File: config.mk
export PLATFORM = sky130hd
export DESIGN_NAME = bitmap_line_point_plotter
export DESIGN_NICKNAME = d
export VERILOG_FILES = /design/src/design/bpp_pkg.sv /design/src/design/bpp_pixel_ram.sv /design/src/design/bpp_line_gen.sv /design/src/design/bitmap_line_point_plotter.sv
export SDC_FILE = /design/constraint.sdc
export NUM_CORES = 2
export LEC_CHECK = 0
export BUFFER_PORTS_ARGS = -buffer_cell sky130_fd_sc_hd__buf_2
export CORE_ASPECT_RATIO = 1.25
export CORE_MARGIN = 4
export CORE_UTILIZATION = 63
export DETAILED_ROUTE_END_ITERATION = 7
export GPL_ROUTABILITY_DRIVEN = 1
export PLACE_DENSITY_LB_ADDON = 0.05
export SLEW_MARGIN = 25
export SYNTH_ARGS = -nofsm -noshare
export SYNTH_HDL_FRONTEND = slang
export SYNTH_SLANG_ARGS = --single-unit
export TNS_END_PERCENT = 50
File: constraint.sdc
create_clock -name clk -period 10.88 [get_ports clk]
set_input_delay 0.544 -clock clk [delete_from_list [all_inputs] [get_ports clk]]
set_output_delay 0.544 -clock clk [all_outputs]
set_load 0.03 [all_outputs]
File: src/design/bpp_pkg.sv
// Shared constants, types and state encodings for the bitmap line and point plotter.
`default_nettype none

package bpp_pkg;

  localparam int COLS         = 40;
  localparam int ROWS         = 30;
  localparam int COL_W        = $clog2(COLS);
  localparam int ROW_W        = $clog2(ROWS);
  localparam int CRD_W        = (COL_W > ROW_W) ? COL_W : ROW_W;
  localparam int D_W          = CRD_W + 3;
  localparam int FRAC_W       = 17;
  localparam int FUNC_W       = 2;
  localparam int SEL_W        = 5;
  localparam int ROW_OUT_BITS = 40;
  localparam int SHOW_BITS    = (COLS < ROW_OUT_BITS) ? COLS : ROW_OUT_BITS;

  localparam logic [FUNC_W-1:0] FUNC_PLOT = 2'd0;
  localparam logic [FUNC_W-1:0] FUNC_LINE = 2'd1;
  localparam logic [FUNC_W-1:0] FUNC_READ = 2'd2;

  typedef struct packed {
    logic             vld;
    logic [ROW_W-1:0] row;
    logic [COL_W-1:0] col;
  } pix_req_t;

  typedef enum logic [3:0] {
    ST_IDLE,
    ST_SCALE,
    ST_PLOT,
    ST_LSETUP,
    ST_LINE,
    ST_RREAD,
    ST_RDATA,
    ST_DRAIN,
    ST_RESP
  } state_t;

  typedef enum logic [1:0] {
    LN_IDLE,
    LN_FIRST,
    LN_LAST,
    LN_STEP
  } line_phase_t;

endpackage

`default_nettype wire

File: src/design/bpp_pixel_ram.sv
// Row memory of the bitmap with per-row valid bits and a pipelined set-pixel read-modify-write.
`default_nettype none

module bpp_pixel_ram
  import bpp_pkg::*;
(
  input  wire logic             clk,
  input  wire logic             rst,
  input  wire pix_req_t         set_req,
  input  wire logic [ROW_W-1:0] rd_row,
  output logic      [COLS-1:0]  rd_word
);

  logic [COLS-1:0]  ram [ROWS];
  logic [ROWS-1:0]  row_valid;
  logic [COLS-1:0]  ram_q;
  logic             p_set;
  logic [ROW_W-1:0] p_row;
  logic [COL_W-1:0] p_col;
  logic             p_hit;
  logic             p_valid;
  logic [COLS-1:0]  last_w;
  logic [ROW_W-1:0] addr;
  logic [COLS-1:0]  base;
  logic [COLS-1:0]  wdata;

  assign addr    = set_req.vld ? set_req.row : rd_row;
  assign base    = p_hit ? last_w : (p_valid ? ram_q : '0);
  assign wdata   = base | (COLS'(1) << p_col);
  assign rd_word = base;

  always_ff @(posedge clk) begin
    ram_q  <= ram[addr];
    p_row  <= set_req.row;
    p_col  <= set_req.col;
    if (p_set) begin
      ram[p_row] <= wdata;
      last_w     <= wdata;
    end
  end

  always_ff @(posedge clk) begin
    if (rst) begin
      row_valid <= '0;
      p_set     <= 1'b0;
      p_hit     <= 1'b0;
      p_valid   <= 1'b0;
    end else begin
      p_set   <= set_req.vld;
      p_hit   <= p_set && (p_row == addr);
      p_valid <= (32'(addr) < ROWS) && row_valid[addr];
      if (p_set) begin
        row_valid[p_row] <= 1'b1;
      end
    end
  end

endmodule

`default_nettype wire

File: src/design/bpp_line_gen.sv
// Bresenham stepper that emits one pixel of a line per cycle.
`default_nettype none

module bpp_line_gen
  import bpp_pkg::*;
(
  input  wire logic             clk,
  input  wire logic             rst,
  input  wire logic             load,
  input  wire logic [COL_W-1:0] x1,
  input  wire logic [ROW_W-1:0] y1,
  input  wire logic [COL_W-1:0] x2,
  input  wire logic [ROW_W-1:0] y2,
  output logic                  active,
  output pix_req_t              pix
);

  line_phase_t        phase;
  line_phase_t        phase_next;
  logic [COL_W-1:0]   x;
  logic [ROW_W-1:0]   y;
  logic [COL_W-1:0]   xe;
  logic [ROW_W-1:0]   ye;
  logic signed [D_W-1:0] d;
  logic signed [D_W-1:0] inc_diag;
  logic signed [D_W-1:0] inc_axis;
  logic               sx_neg;
  logic               sy_neg;
  logic               y_major;
  logic [CRD_W-1:0]   rem;

  logic [CRD_W-1:0]   adx;
  logic [CRD_W-1:0]   ady;
  logic               ymaj_in;
  logic [CRD_W-1:0]   major_in;
  logic [CRD_W-1:0]   minor_in;
  logic [COL_W-1:0]   x_step;
  logic [ROW_W-1:0]   y_step;
  logic [COL_W-1:0]   x_nx;
  logic [ROW_W-1:0]   y_nx;
  logic signed [D_W-1:0] d_nx;

  always_comb begin
    adx      = (x1 > x2) ? CRD_W'(x1 - x2) : CRD_W'(x2 - x1);
    ady      = (y1 > y2) ? CRD_W'(y1 - y2) : CRD_W'(y2 - y1);
    ymaj_in  = adx < ady;
    major_in = ymaj_in ? ady : adx;
    minor_in = ymaj_in ? adx : ady;

    x_step = sx_neg ? x - COL_W'(1) : x + COL_W'(1);
    y_step = sy_neg ? y - ROW_W'(1) : y + ROW_W'(1);
    if (d > 0) begin
      x_nx = x_step;
      y_nx = y_step;
      d_nx = d + inc_diag;
    end else begin
      x_nx = y_major ? x : x_step;
      y_nx = y_major ? y_step : y;
      d_nx = d + inc_axis;
    end
  end

  always_comb begin
    phase_next = phase;
    pix.vld    = 1'b0;
    pix.row    = y;
    pix.col    = x;
    case (phase)
      LN_IDLE: begin
        if (load) begin
          phase_next = LN_FIRST;
        end
      end
      LN_FIRST: begin
        pix.vld    = 1'b1;
        phase_next = LN_LAST;
      end
      LN_LAST: begin
        pix.vld    = 1'b1;
        pix.row    = ye;
        pix.col    = xe;
        phase_next = (rem == '0) ? LN_IDLE : LN_STEP;
      end
      LN_STEP: begin
        pix.vld = 1'b1;
        pix.row = y_nx;
        pix.col = x_nx;
        if (rem == CRD_W'(1)) begin
          phase_next = LN_IDLE;
        end
      end
      default: begin
        phase_next = LN_IDLE;
      end
    endcase
  end

  assign active = (phase != LN_IDLE);

  always_ff @(posedge clk) begin
    if (rst) begin
      phase <= LN_IDLE;
    end else begin
      phase <= phase_next;
    end
  end

  always_ff @(posedge clk) begin
    if (phase == LN_IDLE && load) begin
      x        <= x1;
      y        <= y1;
      xe       <= x2;
      ye       <= y2;
      sx_neg   <= x1 > x2;
      sy_neg   <= y1 > y2;
      y_major  <= ymaj_in;
      d        <= D_W'(2 * int'(minor_in) - int'(major_in));
      inc_diag <= D_W'(2 * (int'(minor_in) - int'(major_in)));
      inc_axis <= D_W'(2 * int'(minor_in));
      rem      <= (major_in == '0) ? '0 : major_in - CRD_W'(1);
    end else if (phase == LN_STEP) begin
      x   <= x_nx;
      y   <= y_nx;
      d   <= d_nx;
      rem <= rem - CRD_W'(1);
    end
  end

endmodule

`default_nettype wire

File: src/design/bitmap_line_point_plotter.sv
// Top level of the bitmap line and point plotter: command control, coordinate scaling, results.
//
//   Channel   Handshake          Fields
//   command   start / busy       func, x_start, y_start, x_end, y_end, row_select
//   result    done (one cycle)   row_bits, is_row_data
//
// A plot point passes through the scale, plot and drain states before the result,
// and a read row through the scale, row read and row data states. A draw line
// passes through the scale, line setup, line and drain states; in the line state
// the stepper sets one pixel per cycle through the row memory's read-modify-write
// pipeline. Reset clears the bitmap at once through per-row valid bits. The
// result is shown for one cycle and cannot be held off.
`default_nettype none

module bitmap_line_point_plotter
  import bpp_pkg::*;
(
  input  wire logic                    clk,
  input  wire logic                    rst,
  input  wire logic                    start,
  output logic                         busy,
  input  wire logic [FUNC_W-1:0]       func,
  input  wire logic [FRAC_W-1:0]       x_start,
  input  wire logic [FRAC_W-1:0]       y_start,
  input  wire logic [FRAC_W-1:0]       x_end,
  input  wire logic [FRAC_W-1:0]       y_end,
  input  wire logic [SEL_W-1:0]        row_select,
  output logic                         done,
  output logic [ROW_OUT_BITS-1:0]      row_bits,
  output logic                         is_row_data
);

  state_t              state;
  state_t              state_next;
  logic [FUNC_W-1:0]   cmd;
  logic [FRAC_W-1:0]   tx1;
  logic [FRAC_W-1:0]   ty1;
  logic [FRAC_W-1:0]   tx2;
  logic [FRAC_W-1:0]   ty2;
  logic [SEL_W-1:0]    sel;
  logic [COL_W-1:0]    px1;
  logic [ROW_W-1:0]    py1;
  logic [COL_W-1:0]    px2;
  logic [ROW_W-1:0]    py2;
  logic                gen_load;
  logic                gen_active;
  pix_req_t            gen_pix;
  pix_req_t            set_req;
  logic [COLS-1:0]     rd_word;
  logic                sel_ok;

  function automatic logic [CRD_W-1:0] scale_coord(input logic [FRAC_W-1:0] t,
                                                   input logic [CRD_W-1:0] last);
    logic [FRAC_W+CRD_W:0] prod;
    logic [FRAC_W+CRD_W:0] v;
    prod = (FRAC_W+CRD_W+1)'(t) * (FRAC_W+CRD_W+1)'(last);
    v    = (prod + (FRAC_W+CRD_W+1)'(32768)) >> 16;
    if (v > (FRAC_W+CRD_W+1)'(last)) begin
      v = (FRAC_W+CRD_W+1)'(last);
    end
    return v[CRD_W-1:0];
  endfunction

  assign sel_ok = 32'(sel) < ROWS;
  assign busy   = (state != ST_IDLE);
  assign done   = (state == ST_RESP);

  always_comb begin
    state_next = state;
    gen_load   = 1'b0;
    set_req    = gen_pix;
    case (state)
      ST_IDLE: begin
        if (start) begin
          state_next = ST_SCALE;
        end
      end
      ST_SCALE: begin
        case (cmd)
          FUNC_PLOT: state_next = ST_PLOT;
          FUNC_LINE: state_next = ST_LSETUP;
          FUNC_READ: state_next = ST_RREAD;
          default:   state_next = ST_DRAIN;
        endcase
      end
      ST_PLOT: begin
        set_req.vld = 1'b1;
        set_req.row = py1;
        set_req.col = px1;
        state_next  = ST_DRAIN;
      end
      ST_LSETUP: begin
        gen_load   = 1'b1;
        state_next = ST_LINE;
      end
      ST_LINE: begin
        if (!gen_active) begin
          state_next = ST_DRAIN;
        end
      end
      ST_RREAD: begin
        state_next = ST_RDATA;
      end
      ST_RDATA: begin
        state_next = ST_RESP;
      end
      ST_DRAIN: begin
        state_next = ST_RESP;
      end
      ST_RESP: begin
        state_next = ST_IDLE;
      end
      default: begin
        state_next = ST_IDLE;
      end
    endcase
  end

  always_ff @(posedge clk) begin
    if (rst) begin
      state <= ST_IDLE;
    end else begin
      state <= state_next;
    end
  end

  always_ff @(posedge clk) begin
    if (state == ST_IDLE && start) begin
      cmd <= func;
      tx1 <= x_start;
      ty1 <= y_start;
      tx2 <= x_end;
      ty2 <= y_end;
      sel <= row_select;
    end
    if (state == ST_SCALE) begin
      px1 <= COL_W'(scale_coord(tx1, CRD_W'(COLS - 1)));
      py1 <= ROW_W'(scale_coord(ty1, CRD_W'(ROWS - 1)));
      px2 <= COL_W'(scale_coord(tx2, CRD_W'(COLS - 1)));
      py2 <= ROW_W'(scale_coord(ty2, CRD_W'(ROWS - 1)));
    end
    if (state == ST_DRAIN) begin
      row_bits    <= '0;
      is_row_data <= 1'b0;
    end
    if (state == ST_RDATA) begin
      row_bits    <= sel_ok ? ROW_OUT_BITS'(rd_word[SHOW_BITS-1:0]) : '0;
      is_row_data <= 1'b1;
    end
  end

  bpp_line_gen u_line_gen (
    .clk    (clk),
    .rst    (rst),
    .load   (gen_load),
    .x1     (px1),
    .y1     (py1),
    .x2     (px2),
    .y2     (py2),
    .active (gen_active),
    .pix    (gen_pix)
  );

  bpp_pixel_ram u_pixel_ram (
    .clk     (clk),
    .rst     (rst),
    .set_req (set_req),
    .rd_row  (ROW_W'(sel)),
    .rd_word (rd_word)
  );

endmodule

`default_nettype wire
==> run_results.csv <==
group,metric,value,unit
worst_setup_path,crit_required,11.38,ns
clock_tree,cts-resized-gates,0,
logic_synthesis,netlist_instances,5198,
clock_tree,postCtsSetupRepairBufs,0,
worst_setup_path,worstPathArrival,7.20,ns
floorplanning,die_h,373,um
drt,vias_per_cell,6.28,
timing,tightest_slew,1.08,ns
global_route,grt_pass1_vias,43000,
timing,hold_viol_final,0,
timing,tns,0,ns
clock_tree,clock-sinks,1521,
timing,finClkSkew,0.0329,ns
drt,drt-initial-drc-count,4955,
timing,rsz0062_at_grt,"false",
floorplanning,start_util,63.7,%
clock_tree,cts_max_level,4,
worst_setup_path,cp_max_fo,12,
floorplanning,die_area,112000,um^2
flow_run,maxCapViolCount,0,
global_route,grt_max_degree,145,
drt,drc_errors,0,
drt,wl,176000,um
timing,period_minus_slack,6.71,ns
logic_synthesis,synth.top_cell.area_share,63.9,%
clock_tree,clock_path_buffers,3,
global_route,grt_pass1_wl,262000,um
logic_synthesis,async_flop_share,0,%
placement,place.gp.congestion,0.865,
logic_synthesis,synth.distinct_cells,82,
drt,detail-route-antenna-nets,0,
clock_tree,cts_root_buffer,"clkbuf_16",
floorplanning,rows,133,
logic_synthesis,yosysWarnings,0,
logic_synthesis,synth-seq-cells,1521,
timing,setup_viol_count_final,0,
floorplanning,die_w,300,um
final_layout,drive_gt1_share,10.1,%
clock_tree,hold_buffers,75,
global_route,grt_antenna_before_repair,2,
logic_synthesis,syn-num-nets,5640,
worst_setup_path,critPathKind,"reg -> reg",
final_layout,area_growth,12.0,%
floorplanning,design.core.area,106000,um^2
drt,wire_per_inst,25.4,um
worst_setup_path,cp_slowest_cell,"o41a_1",
final_layout,finish.utilization,71.4,%
worst_hold_path,holdCritPathClass,"in -> reg",
timing,max_slew_margin,28.0,%
run_status,status,"complete, no violations",
global_route,grt_overflow,0,
logic_synthesis,synthTopCellsByArea,"edfxtp_1 64%, nand2_1 6.1%, ha_1 4.5%",
logic_synthesis,synthFlopType,"edfxtp_1",
final_layout,nFillCells,7142,
timing,whs,0.207,ns
clock_tree,clk_pin_slew_worst_paths,0.06,ns
logic_synthesis,ys_seq_area_share,66.6,%
timing,final_max_slew_viol_count,0,
floorplanning,boundaryPins,121,
worst_setup_path,cp-start-kind,"flip-flop",
drt,dr.pass1.iters,7,
final_layout,nets,5812,
worst_setup_path,endpoint_kind,"flip-flop",
global_route,grt_use_total,31.3,%
logic_synthesis,syn_area,67200,um^2
placement,io_buffers,120,
logic_synthesis,syn_avg_cell_area,12.9,um^2
timing,period_share,61.6,%
clock_tree,numCtsBuffers,146,
worst_setup_path,critPathMaxStageDelay,0.56,ns
logic_synthesis,synth_edf_count,1430,
drt,num_vias,43400,
timing,fmax,149,MHz
placement,hpwl,97300,um
logic_synthesis,netlist.top_cell.by_area,"edfxtp_1",
clock_tree,cts_tree,"yes",
clock_tree,clock_latency,0.79,ns
==> final timing paths <==
check                    endpoint  cells past startpoint  slack, ns        start
setup reg to reg  u_line_gen.d[6]                     28       4.17       px1[0]
hold / removal           state[1]                      3       0.21        start
setup / recovery  u_line_gen.d[6]                     28       4.17       px1[0]
hold reg to reg       is_row_data                      2       0.45  is_row_data
==> cells in the final DEF, fill, tap and decap left out, drive strengths merged, types with 16 or more instances in the layout <==
master,netlist,routed
a31oi,93,93
inv,239,248
a222oi,22,22
a22oi,45,45
fa,123,123
mux2i,113,113
clkinv,0,51
nor3,26,26
buf,71,235
xnor2,42,42
nand3,299,299
nor2,213,213
dfxtp,91,91
a221oi,24,24
or3,24,24
a311oi,99,99
and3,80,80
nand2,1088,1088
dlygate4sd3,0,75
o21ai,128,128
o22ai,39,39
edfxtp,1430,1430
a32oi,16,16
a21oi,161,161
clkbuf,215,195
ha,241,241
o221ai,39,39
a21o,29,29
==> area by class of cell <==
type	instances	area, um^2	area share, %
Antenna cell	1	2.50	0.00332
Clock buffer	195	4060	5.40
Clock inverter	76	679	0.902
Inverter	239	900	1.19
Multi-Input combinational cell	3152	20800	27.7
Sequential cell	1521	44800	59.5
Tap cell	1417	1770	2.35
Timing Repair Buffer	310	2270	3.01
==> state kept, by name, summed over array words and instances, names as in the netlist, 30 cells and up <==
signal and cells:
u_pixel_ram.ram 1200, u_pixel_ram.row_valid 30, u_pixel_ram.last_w 40, row_bits 40, u_pixel_ram.ram_q 40
==> critical path: cells and delay by family, from the launching register on <==
kind | cells | cell delay (ns)
flip-flops | 1 | 0.38
XOR/XNOR | 3 | 0.46
adder cells (fa/ha/maj) | 4 | 1.19
buffers and inverters | 4 | 0.66
AND/OR/NAND/NOR | 5 | 0.71
multiplexers | 2 | 0.77
AO/OA/AOI/OAI | 10 | 2.26
==> per-layer routing <==
metal | part of all wire, % | vias to the layer above | global-route usage, %
met2 | 50 | 2263 | 53.8
met1 | 36 | 21300 | 40.1
met5 | 0 | - | 0
met4 | 4.1 | 0 | 11.8
li1 | - | 19400 | -
met3 | 9.6 | 440 | 5.63
==> stage by stage <==
stage	cell area [um^2]	instances	setup WS [ns]
final	75300	6911	4.17
after global routing	75300	6910	3.73
after CTS	75200	6910	4.21
after detailed placement	69700	6564	4.25
after global placement	69700	6564	4.28
after floorplan	67200	5198	5.01
==> cells by family (layout without fill, tap and decap cells) <==
family                     after synthesis  after routing  share of synthesized area [%]
xor gates and xnor gates                57             57                          0.743
muxes                                  125            125                           1.89
and+or+nand+nor                       1825           1825                           11.7
adders and majority gates              369            369                           8.23
AOI/OAI and AO/OA                      776            776                           7.88
DFF                                   1521           1521                           66.6
other                                    0              1                              0
buffers and inverters                  525            820                           3.01
==> synthesized netlist by cell type, drive strengths merged (93+ instances only) <==
library cell,n
nand2,1088
ha,241
a311oi,99
inv,239
nand3,299
o21ai,128
nor2,213
edfxtp,1430
fa,123
a21oi,161
clkbuf,215
a31oi,93
mux2i,113
Power is left out: the tool's default activity adds up to more than one toggle a clock period on the data nets, which glitch-free logic cannot reach.
